[config.mk]
export PLATFORM = sky130hd
export DESIGN_NAME = tqt_cell
export DESIGN_NICKNAME = d
export VERILOG_FILES = /design/src/hw/rtl/tqt_pkg.sv /design/src/hw/rtl/tqt_cell.sv
export SDC_FILE = /design/constraint.sdc
export NUM_CORES = 1
export LEC_CHECK = 0
export BUFFER_PORTS_ARGS = -buffer_cell sky130_fd_sc_hd__buf_4
export CAP_MARGIN = 5
export CORE_MARGIN = 2
export CORE_UTILIZATION = 35
export CTS_BUF_LIST = sky130_fd_sc_hd__clkbuf_8
export DETAILED_ROUTE_END_ITERATION = 10
export SLEW_MARGIN = 20
export SYNTH_ARGS = -nofsm -noshare
export SYNTH_HDL_FRONTEND = slang
export SYNTH_SLANG_ARGS = --single-unit
[constraint.sdc]
create_clock -name i_clk -period 4.9 [get_ports i_clk]
set_clock_uncertainty 0.1 [all_clocks]
set_input_delay 0.735 -clock i_clk [delete_from_list [all_inputs] [get_ports i_clk]]
set_output_delay 0.735 -clock i_clk [all_outputs]
set_load 0.005 [all_outputs]
[src/hw/rtl/tqt_pkg.sv]
// tqt_pkg: word layouts, codes and fixed widths for the time ordered quota table
// no dependencies; imported by the cell, the top level, the checker and the bench
package tqt_pkg;

    localparam int SIZE_W    = 48;
    localparam int TIME_W    = 32;
    localparam int TOTAL_W   = 52;
    localparam int POS_W     = 4;
    localparam int CNT_OUT_W = 5;

    localparam logic [TOTAL_W-1:0] MAX_TOTAL_RESET = 52'd34359738368;

    // input operation codes
    localparam logic [1:0] OP_INSERT = 2'd0;
    localparam logic [1:0] OP_TRIM   = 2'd1;
    localparam logic [1:0] OP_READ   = 2'd2;

    // result status codes
    localparam logic [1:0] ST_DONE  = 2'd0;
    localparam logic [1:0] ST_FULL  = 2'd1;
    localparam logic [1:0] ST_EVICT = 2'd2;
    localparam logic [1:0] ST_EMPTY = 2'd3;

    // kinds of wave that run down the row of cells
    localparam logic [1:0] WK_INS = 2'd0;
    localparam logic [1:0] WK_MIN = 2'd1;
    localparam logic [1:0] WK_RD  = 2'd2;

    typedef struct packed {
        logic [1:0]        op;
        logic [SIZE_W-1:0] file_size;
        logic [TIME_W-1:0] mod_time;
        logic [POS_W-1:0]  position;
    } t_in_word;

    typedef struct packed {
        logic [1:0]           status;
        logic [SIZE_W-1:0]    entry_size;
        logic [TIME_W-1:0]    entry_time;
        logic [TOTAL_W-1:0]   total_size;
        logic [CNT_OUT_W-1:0] entry_count;
        logic                 last;
    } t_out_word;

    // wave passed from one cell to the next
    typedef struct packed {
        logic              vld;
        logic [1:0]        kind;
        logic              live;   // insert: still carrying an entry
        logic              flag;   // insert: shifting; min: candidate held
        logic [SIZE_W-1:0] size;
        logic [TIME_W-1:0] tstamp;
    } t_wave;

endpackage

[src/hw/rtl/tqt_cell.sv]
// tqt_cell: one table slot plus one stage of the wave that runs down the row
// depends on tqt_pkg
module tqt_cell import tqt_pkg::*; #(
    parameter int IDX = 0,
    parameter int IW  = 4,
    parameter int CW  = 5
) (
    input  logic              i_clk,
    input  logic              i_rst_n,
    input  t_wave             i_wave,
    input  logic [IW-1:0]     i_widx,
    input  logic [CW-1:0]     i_count,
    input  logic              i_rm_vld,
    input  logic [IW-1:0]     i_rm_idx,
    input  logic [SIZE_W-1:0] i_nxt_size,
    input  logic [TIME_W-1:0] i_nxt_time,
    output t_wave             o_wave,
    output logic [IW-1:0]     o_widx,
    output logic [SIZE_W-1:0] o_size,
    output logic [TIME_W-1:0] o_time
);

    localparam logic [CW-1:0] IDX_C = CW'(IDX);
    localparam logic [IW-1:0] IDX_I = IW'(IDX);
    localparam bit            FIRST = (IDX == 0);

    logic [SIZE_W-1:0] r_size, n_size;
    logic [TIME_W-1:0] r_time, n_time;
    t_wave             r_wave, n_wave;
    logic [IW-1:0]     r_widx, n_widx;
    logic              w_occ;
    logic              w_here;

    assign w_occ = (IDX_C < i_count);

    // insert lands at the first slot that is free or not earlier;
    // the head slot only gives way to a strictly later time
    assign w_here = !w_occ ||
                    (FIRST ? (r_time > i_wave.tstamp) : (r_time >= i_wave.tstamp));

    // slot update and wave stage
    always_comb begin
        n_size = r_size;
        n_time = r_time;
        n_wave = i_wave;
        n_widx = i_widx;
        if (i_rm_vld && (IDX_I >= i_rm_idx)) begin
            // close the gap left by an eviction
            n_size = i_nxt_size;
            n_time = i_nxt_time;
        end else if (i_wave.vld) begin
            case (i_wave.kind)
                WK_INS: begin
                    if (i_wave.live && (i_wave.flag || w_here)) begin
                        n_size        = i_wave.size;
                        n_time        = i_wave.tstamp;
                        n_wave.size   = r_size;
                        n_wave.tstamp = r_time;
                        n_wave.flag   = 1'b1;
                        n_wave.live   = w_occ;
                    end
                end
                WK_MIN: begin
                    if (w_occ && (!i_wave.flag || (r_size < i_wave.size))) begin
                        n_wave.size   = r_size;
                        n_wave.tstamp = r_time;
                        n_wave.flag   = 1'b1;
                        n_widx        = IDX_I;
                    end
                end
                WK_RD: begin
                    if (i_widx == IDX_I) begin
                        n_wave.size   = r_size;
                        n_wave.tstamp = r_time;
                    end
                end
                default: begin
                end
            endcase
        end
    end

    always_ff @(posedge i_clk) begin
        if (!i_rst_n) begin
            r_wave <= '0;
        end else begin
            r_wave <= n_wave;
        end
        r_size <= n_size;
        r_time <= n_time;
        r_widx <= n_widx;
    end

    assign o_wave = r_wave;
    assign o_widx = r_widx;
    assign o_size = r_size;
    assign o_time = r_time;

endmodule

## Word-level counts from Yosys, hierarchy flattened

Cells that the tools add are included.

- Register bits after elaboration: 169
- Input port bits: 181
- Output and inout port bits: 169
- Word-level logic and storage cells: 49

- Order comparisons: 4
- Equal/unequal tests: 2
- Multiplexer cells: 20
- Reduce and logical (&&, ||, !) cells: 14

Operators with widths:

| cell | count |
|---|---|
| $mux 82 | 3 |
| $pmux 80 s3 | 1 |
| $mux 48 | 4 |
| $mux 32 | 4 |
| $mux 81 | 1 |
| $mux 80 | 1 |
| $lt 48x48->1 | 1 |
| $gt 32x32->1 | 1 |
| $mux 4 | 4 |
| $reduce_bool 2->1 | 3 |
| $lt 1x5->1 const A | 1 |
| $ge 1x4->1 const A | 1 |
| $logic_not 4->1 | 1 |
| $logic_and 1x1->1 | 3 |
| $logic_or 1x1->1 | 3 |
| $reduce_and 3->1 | 1 |
| $eq 2x1->1 const B | 1 |
| $eq 2x2->1 const B | 1 |
| $logic_not 1->1 | 2 |
| $logic_not 2->1 | 1 |
| $pmux 1 s2 | 1 |
| $mux 1 | 1 |

## Logic depth before layout (Yosys ltp)

Gate-level depths: netlist of run 1.

- Depth after elaboration: 9
- Depth in mapped cells: 12
- Mapped depth without buffers: 10

## Worst setup path after synthesis of run 1

Ideal clock, no wire load.

- Path kind: input-to-reg
- From: in i_wave[30] in the netlist's numbering
- To: reg r_size[0], in the netlist o_size[0] (enable)
- Setup time: 0.446 ns
- Arrival time: 4.366 ns
- Data required time: 4.354 ns
- Slack: -0.012 ns
- Cell stages on the path: 11
- Path buffers: 2
- Path through: inv_1 -> ha_1 -> nand4_1 -> or2_1 -> nor3_1 -> nand2b_1 -> a21o_1 -> clkbuf_1 -> clkbuf_1 -> a31oi_1 -> a31o_1

- Word-level cells in the longest chain between the ends: 6

Ends and longest elaborated chain:

| element | RTL line | text |
|---|---|---|
| start: declaration | tqt_cell.sv:10 | `input t_wave i_wave,` |
| $gt 32x32->1 | tqt_cell.sv:39 | `(FIRST ? (r_time > i_wave.tstamp) : (r_time >= i_wave.tstamp));` |
| $logic_or 1x1->1 | tqt_cell.sv:38 | `assign w_here = !w_occ \|\|` |
| $logic_or 1x1->1 | tqt_cell.sv:54 | `if (i_wave.live && (i_wave.flag \|\| w_here)) begin` |
| $logic_and 1x1->1 | tqt_cell.sv:54 |  |
| $reduce_bool 2->1 (no line) | -- |  |
| $reduce_and 3->1 (no line) | -- |  |
| end signal: assignment | tqt_cell.sv:89 | `r_size <= n_size;` |
| end: declaration | tqt_cell.sv:27 | `logic [SIZE_W-1:0] r_size, n_size;` |

Every way passes these cells.
A chain may end at the register's enable or synchronous reset.

## Worst setup path after layout of run 1

- From: reg r_size[14], in the netlist o_size[14]
- To: reg r_wave, in the netlist o_wave[22]

- Word-level cells in the longest chain between the ends: 7

Ends and longest elaborated chain:

| element | RTL line | text |
|---|---|---|
| $lt 48x48->1 | tqt_cell.sv:64 | `if (w_occ && (!i_wave.flag \|\| (r_size < i_wave.size))) begin` |
| $logic_or 1x1->1 | tqt_cell.sv:64 |  |
| $logic_and 1x1->1 | tqt_cell.sv:64 |  |
| $mux 81 | tqt_cell.sv:64 |  |
| $pmux 80 s3 | tqt_cell.sv:52 | `case (i_wave.kind)` |
| $mux 82 | tqt_cell.sv:51 | `end else if (i_wave.vld) begin` |
| $mux 82 | tqt_cell.sv:47 | `if (i_rm_vld && (IDX_I >= i_rm_idx)) begin` |
| end signal: assignment | tqt_cell.sv:87 | `r_wave <= n_wave;` |
| end: declaration | tqt_cell.sv:29 | `t_wave r_wave, n_wave;` |

Every way passes these cells.

==> flow_metrics.tcl, run 1 <==
set metrics [dict create \
    status "finished clean" \
    rr_endpoint "o_wave[22]$_SDFF_PN0_" \
    met2_wirelength_mm 27.9 \
    synth_cell_types 50 \
    period_needed_ns 4.01 \
    top_layer_used "met5" \
    route.met3.wl_mm 5.31 \
    crit_chain "ha_1, nand4_1, or4_1, nor4_1, a2111o_1, a31oi_2, a21oi_4, buf_4, o221ai_2, o21ai_2" \
    placed_area_um2 17300 \
    r2r_start "o_size[14]$_DFFE_PP_" \
    synth_cells 1940 \
    worstMarginPinSlew_ns 1.09 \
    layout_common_cells "nand2_1 (574), buf_4 (372), a21oi_1 (270)" \
    crit_start "o_size[14]$_DFFE_PP_" \
    synth_xor_area_frac 0 \
    root_buffer "clkbuf_8" \
    hold_viol_final 0 \
    globalRouteTotalUtil 0.276 \
    yosysTopAreaCell "edfxtp_1" \
    cts.sinks 169 \
    netlist_area_um2 14400 \
    start_util 0.354 \
    max_freq_mhz 250 \
    dieArea_um2 42900 \
    grt_max_degree 160 \
    crit_required_ns 5.24 \
    clockBufferDepth 2 \
    power_uw 3830 \
    relSlewSlack 0.277 \
    p_leak_uw 0.00711 \
    synth_fa_ha_area_frac 0.0685 \
    cts_setup_buffers 0 \
    ios 350 \
    rr_worst_depth 10 \
    rsz0062_at_grt "false" \
    die_y_um 207 \
    wl_met1_mm 26.8 \
    grt_overflow 0 \
    wire_per_inst_um 22.7 \
    dpl.cell_count 2683 \
    grt_pass1_vias 15800 \
    design_area_um2 17700 \
    synthTopCellsByArea "edfxtp_1 (17%), nand2_1 (15%), dfxtp_1 (12%), a21oi_1 (9.4%), o221ai_2 (8.3%)" \
    drtIter0Drc 1315 \
    yosys.area_share.simple 0.211 \
    cp-endpoint "o_wave[22]$_SDFF_PN0_" \
    routed_via_density 5.91 \
    firstDrtPassIters 6 \
    drv_cap 0 \
    synth-seq-area-share 0.290 \
    cts_tree "yes" \
    worst_setup_path_start_kind "register" \
    vias 16100 \
    numCtsBuffers 17 \
    synth-seq-cells 169 \
    ff2ff_setup_slack_ns 0.89 \
    async_flop_share 0 \
    clk_latency_ns 0.52 \
    clk_pin_slew_worst_paths_ns 0.10 \
    syn_avg_cell_area_um2 7.44 \
    core_area_um2 40700 \
    min_path_type "primary input to register" \
    drt_wl_total_mm 61.6 \
    peakVddDrop_v 0.000195 \
    port_buffers 349 \
    instances_no_fill 2716 \
    grt_first_pass_wirelength_mm 93.4 \
    drive_gt1_frac 0.272 \
    routabilityCongestion 0.850 \
    path_buf_inv 1 \
    tns_ns 0 \
    critPathKind "register to register" \
    layout_commonest_cell "nand2_1" \
    p_per_area_nw_per_um2 216 \
    synth-edff-count 80 \
    synth_top_family_by_area "compound AO/OA/AOI/OAI gates" \
    synth_top_cell_area_share 0.167 \
    path_max_fanout 36 \
    synth-compound-area-share 0.348 \
    post_cts_resized 0 \
    nNetsFinal 2430 \
    dp_hpwl_mm 38.0 \
    yosysWarnings 0 \
    slowest_delay_ns 0.62 \
    postCtsHoldBufs 0 \
    hold_path_startpoint "i_nxt_size[42]" \
    synth_nets 2200 \
    h-tree-depth 4 \
    areaGrowthSynthToFinish_pct 22.9 \
    route.detailed.drc 0 \
    antenna_found_initial 2 \
    cp.depth 10 \
    detail-route-antenna-nets 0 \
    cpMaxStageDelayCell "nor4_1" \
    synth_mux_area_frac 0.00156 \
    crit_family "simple AND/OR/NAND/NOR gates" \
    setup_ws_ns 0.892 \
    synth_flop_cell "dfxtp_1" \
    slew_violations 0 \
    worst_ep_arrival_time_ns 4.35 \
    cp-end-kind "register" \
    pre_cts_ws_ns 0.587 \
    num_rows 74 \
    setup_violations 0 \
    die_w_um 207 \
    min_period_over_period 0.818 \
]
[kinds of logic after synthesis]
logic type / after synthesis
flip-flops: 169
AND/OR/NAND/NOR: 736
AO/OA/AOI/OAI: 702
multiplexers: 2
buffers and inverters: 252
adder cells (fa/ha/maj): 79
[worst min path at each step]
stage	end	slack [ns]	cells past startpoint
after floorplan	o_wave[0]$_SDFF_PN0_	0.51	2
after global placement	o_wave[1]$_SDFF_PN0_	0.56	2
after detailed placement	o_wave[53]$_SDFF_PN0_	0.56	2
after CTS	o_wave[80]$_SDFF_PN0_	0.34	2
after global routing	o_size[39]$_DFFE_PP_	0.36	3
final	o_size[42]$_DFFE_PP_	0.38	3
[registers in the layout, indices dropped and copies added, names as in the netlist]
register and flops:
o_size 48, o_time 32, o_wave 85, o_widx 4
[per-layer routing]
| layer | vias to the layer above | GRT usage |
|---|---|---|
| met3 | 114 | 0.0505 |
| met2 | 847 | 0.428 |
| met1 | 7636 | 0.378 |
| met4 | 2 | 0.116 |
| met5 | - | 0 |
| li1 | 7452 | - |
[tightest hold or removal path: stages]
cell	delay (ns)
buf_4	0.08
nand2_1	0.03
o21ai_0	0.05
[power by group]
group	switching [uW]	internal (uW)	leakage (uW)
registers	67.9	1570	0.00147
clock network	607	459	0.000196
logic	686	441	0.00544
total	1360	2470	0.00711
[cells in the mapped netlist, types with 2 or more instances]
cell and count:
a211oi_1 3, a21o_1 6, a21oi_1 270, a221oi_1 83, and2_1 3, and4_1 6
buf_1 3, buf_12 8, buf_2 15, buf_6 9, clkbuf_1 136, dfxtp_1 89
edfxtp_1 80, ha_1 79, inv_1 81, mux2_2 2, nand2_1 576, nand2b_1 7
nand3_1 10, nand4_1 12, nor2_1 14, nor2b_1 8, nor3_1 87, nor4_1 2
o211ai_1 2, o21a_1 2, o21ai_0 162, o21ai_2 80, o221ai_2 80, o31a_1 2
or2_1 2, or4_1 3
[area by class of cell]
cell class              instances  area, um^2
repair buffers                382        2990
well taps                     532         666
inverters                      81         304
clock buffers                  18         248
multi-input cells            1519        9190
clock inverters                14         136
fillers                      4146       23000
diodes                          1        2.50
flip-flops and latches        169        4180
[per-stage QoR]
stage	hold slack, ns	utilization
6_report	0.378	0.435
5_1_grt	0.361	0.435
4_1_cts	0.342	0.435
3_5_place_dp	0.562	0.426
3_3_place_gp	0.560	0.425
2_1_floorplan	0.512	-
(Power assumes the default switching activity.)
==> run 2, diff against run 1 <==
- ABC_AREA: default -> 1
- clock period: 4.9 -> 3.3 ns (I/O delays scaled with it)
==> flow_metrics.tcl, run 2 <==
set metrics [dict create \
    synth_cell_types 27 \
    hold_viol_final 0 \
    detail-route-antenna-nets 0 \
    seq_area_um2 4180 \
    power_uw 5490 \
    instances_no_fill 2940 \
    finish.utilization 0.455 \
    drtIter0Drc 1060 \
    grt_max_degree 116 \
    peakVddDrop_v 0.000256 \
    drive_gt1_frac 0.184 \
    wire_per_inst_um 17.5 \
    areaGrowthSynthToFinish_pct 27.8 \
    nNetsFinal 2670 \
    layout_common_cells "nand2_1 (499), buf_4 (358), nor2_1 (351)" \
    p_sw_frac 0.345 \
    worstMarginPinSlew_ns 0.891 \
    relSlewSlack 0.401 \
    drv_cap 0 \
    firstDrtPassIters 5 \
    crit_required_ns 3.58 \
    clk_pin_slew_worst_paths_ns 0.10 \
    yosysTopAreaCell "edfxtp_1" \
    synthTopCellsByArea "edfxtp_1 (18%), nand2_1 (14%), dfxtp_1 (13%), nor2_1 (9.9%), nand3_1 (9.2%)" \
    synth_cells 2155 \
    synth_nets 2415 \
    port_buffers 349 \
    dpl.cell_count 2902 \
    synth_xor_area_frac 0 \
    syn_avg_cell_area_um2 6.23 \
    cp-end-kind "register" \
    final.fill_count 3912 \
    design_area_um2 17200 \
    core_area_um2 37800 \
    synth-seq-cells 169 \
    min_path_type "primary input to register" \
    cts.sinks 169 \
    synth_most_common_cell "nand2_1" \
    synth-edff-count 80 \
    root_buffer "clkbuf_8" \
    slew_violations 0 \
    clkPwrFrac 0.271 \
    routabilityCongestion 0.829 \
    globalRouteTotalUtil 0.255 \
    period_needed_ns 2.84 \
    async_flop_share 0 \
    h-tree-depth 4 \
    layout_commonest_cell "nand2_1" \
    start_util 0.356 \
    cts_setup_buffers 0 \
    numCtsBuffers 17 \
    yosysWarnings 0 \
    path_max_fanout 47 \
    dp_hpwl_mm 33.4 \
    num_rows 71 \
    synth_top_family_by_area "simple AND/OR/NAND/NOR gates" \
    synth_mux_area_frac 0 \
    grt_overflow 0 \
    p_seq_frac 0.435 \
    critPathKind "register to register" \
    vias 15300 \
    p_comb_frac 0.294 \
    worst_ep_arrival_time_ns 3.13 \
    synth_flop_cell "dfxtp_1" \
    route.detailed.drc 0 \
    die_w_um 200 \
    status "finished clean" \
    setup_violations 0 \
    dieArea_um2 40000 \
    netlist_area_um2 13400 \
    power_switching_uw 1900 \
    rsz0062_at_grt "false" \
    die_y_um 200 \
    synth_top_cell_area_share 0.179 \
    clockBufferDepth 2 \
    postCtsHoldBufs 0 \
    post_cts_resized 0 \
    largest_reg_flops 85 \
    internal_power_uw 3600 \
    synth-compound-area-share 0.154 \
    drt_wl_total_mm 51.5 \
    synth_fa_ha_area_frac 0.0736 \
    clk_latency_ns 0.50 \
    cts_tree "yes" \
    min_period_over_period 0.861 \
    worst_setup_path_start_kind "register" \
    p_per_area_nw_per_um2 320 \
    synthTopCellsByCount "nand2_1 (503), nor2_1 (354), inv_1 (275)" \
    p_leak_uw 0.00852 \
    placed_area_um2 16800 \
    multi_input_area_um2 7800 \
    yosys.area_share.simple 0.339 \
    antenna_found_initial 6 \
    max_freq_mhz 352 \
    synth-seq-area-share 0.312 \
    ios 350 \
    grt_pass1_vias 14900 \
    grt_first_pass_wirelength_mm 79.4 \
    routed_via_density 5.19 \
]
run 2: cell count changes after synthesis, moves of 80 or more:
| cell | before | now |
|---|---|---|
| a221oi_1 | 83 | 0 |
| nor3_1 | 87 | 4 |
| nand3_1 | 10 | 247 |
| o221ai_2 | 80 | 0 |
| inv_1 | 81 | 275 |
| o21ai_2 | 80 | 0 |
| nor2_1 | 14 | 354 |
run 2: cells by family (layout without fill, tap and decap cells):
| family | Yosys count | in the layout |
|---|---|---|
| simple gates | 1117 | 1117 |
| other cells | 0 | 6 |
| compound gates | 370 | 370 |
| buf+inv | 420 | 688 |
| flops | 169 | 169 |
| fa+ha+maj | 79 | 79 |
run 2: final timing paths:
| path | from | to | slack [ns] | depth (start not counted) |
|---|---|---|---|---|
| max | o_size[47]$_DFFE_PP_ | o_wave[0]$_SDFF_PN0_ | 0.46 | 15 |
| min | i_wave[84] | o_wave[84]$_SDFF_PN0_ | 0.13 | 3 |
| max reg2reg | o_size[47]$_DFFE_PP_ | o_wave[0]$_SDFF_PN0_ | 0.46 | 15 |
| min reg2reg | o_size[41]$_DFFE_PP_ | o_wave[73]$_SDFF_PN0_ | 0.70 | 6 |
run 2: worst max-delay path, stage by stage, from the launching register on:
cell	delay (ns)
edfxtp_1	0.45
ha_1	0.32
nand2_1	0.08
nor2_1	0.19
nand2_1	0.15
nor2_1	0.20
nand2_1	0.12
nor2_1	0.12
nand2_1	0.10
nand2_4	0.12
buf_12	0.29
nand3_1	0.11
nand3_1	0.11
nand2_1	0.07
nor2_1	0.12
nor2_1	0.06
run 2: power by group through the flow:
| stage | Clock [uW] | Combinational, uW | Sequential (uW) |
|---|---|---|---|
| floorplan | 0 | 873 | 2430 |
| global placement | 0 | 1570 | 2440 |
| detailed placement | 0 | 1610 | 2440 |
| CTS | 1540 | 1610 | 2390 |
| global route | 1600 | 1810 | 2400 |
| finish | 1490 | 1620 | 2390 |
run 2: layout make-up:
class | instances | share of cell area
clock inverter | 14 | 0.00634
sequential | 169 | 0.244
inverter | 277 | 0.0620
timing repair buffer | 379 | 0.181
clock buffer | 18 | 0.0144
multi-input combinational | 1566 | 0.455
tap | 511 | 0.0373
antenna | 6 | 0.000875
run 2: routing by layer:
metal,share of wire,vias up,track usage
met5,0.00025,-,0
met4,0.026,2,0.106
met3,0.072,87,0.0502
met2,0.47,617,0.414
met1,0.44,7080,0.331
li1,-,7480,-
run 2: stage by stage:
stage | setup TNS (ns) | hold WS, ns | setup slack, ns
2_1_floorplan | -22.83 | 0.488 | -0.285
3_3_place_gp | 0 | 0.629 | 0.277
3_5_place_dp | 0 | 0.625 | 0.212
4_1_cts | 0 | 0.0847 | 0.406
5_1_grt | 0 | 0.0941 | 0.156
6_report | 0 | 0.128 | 0.457
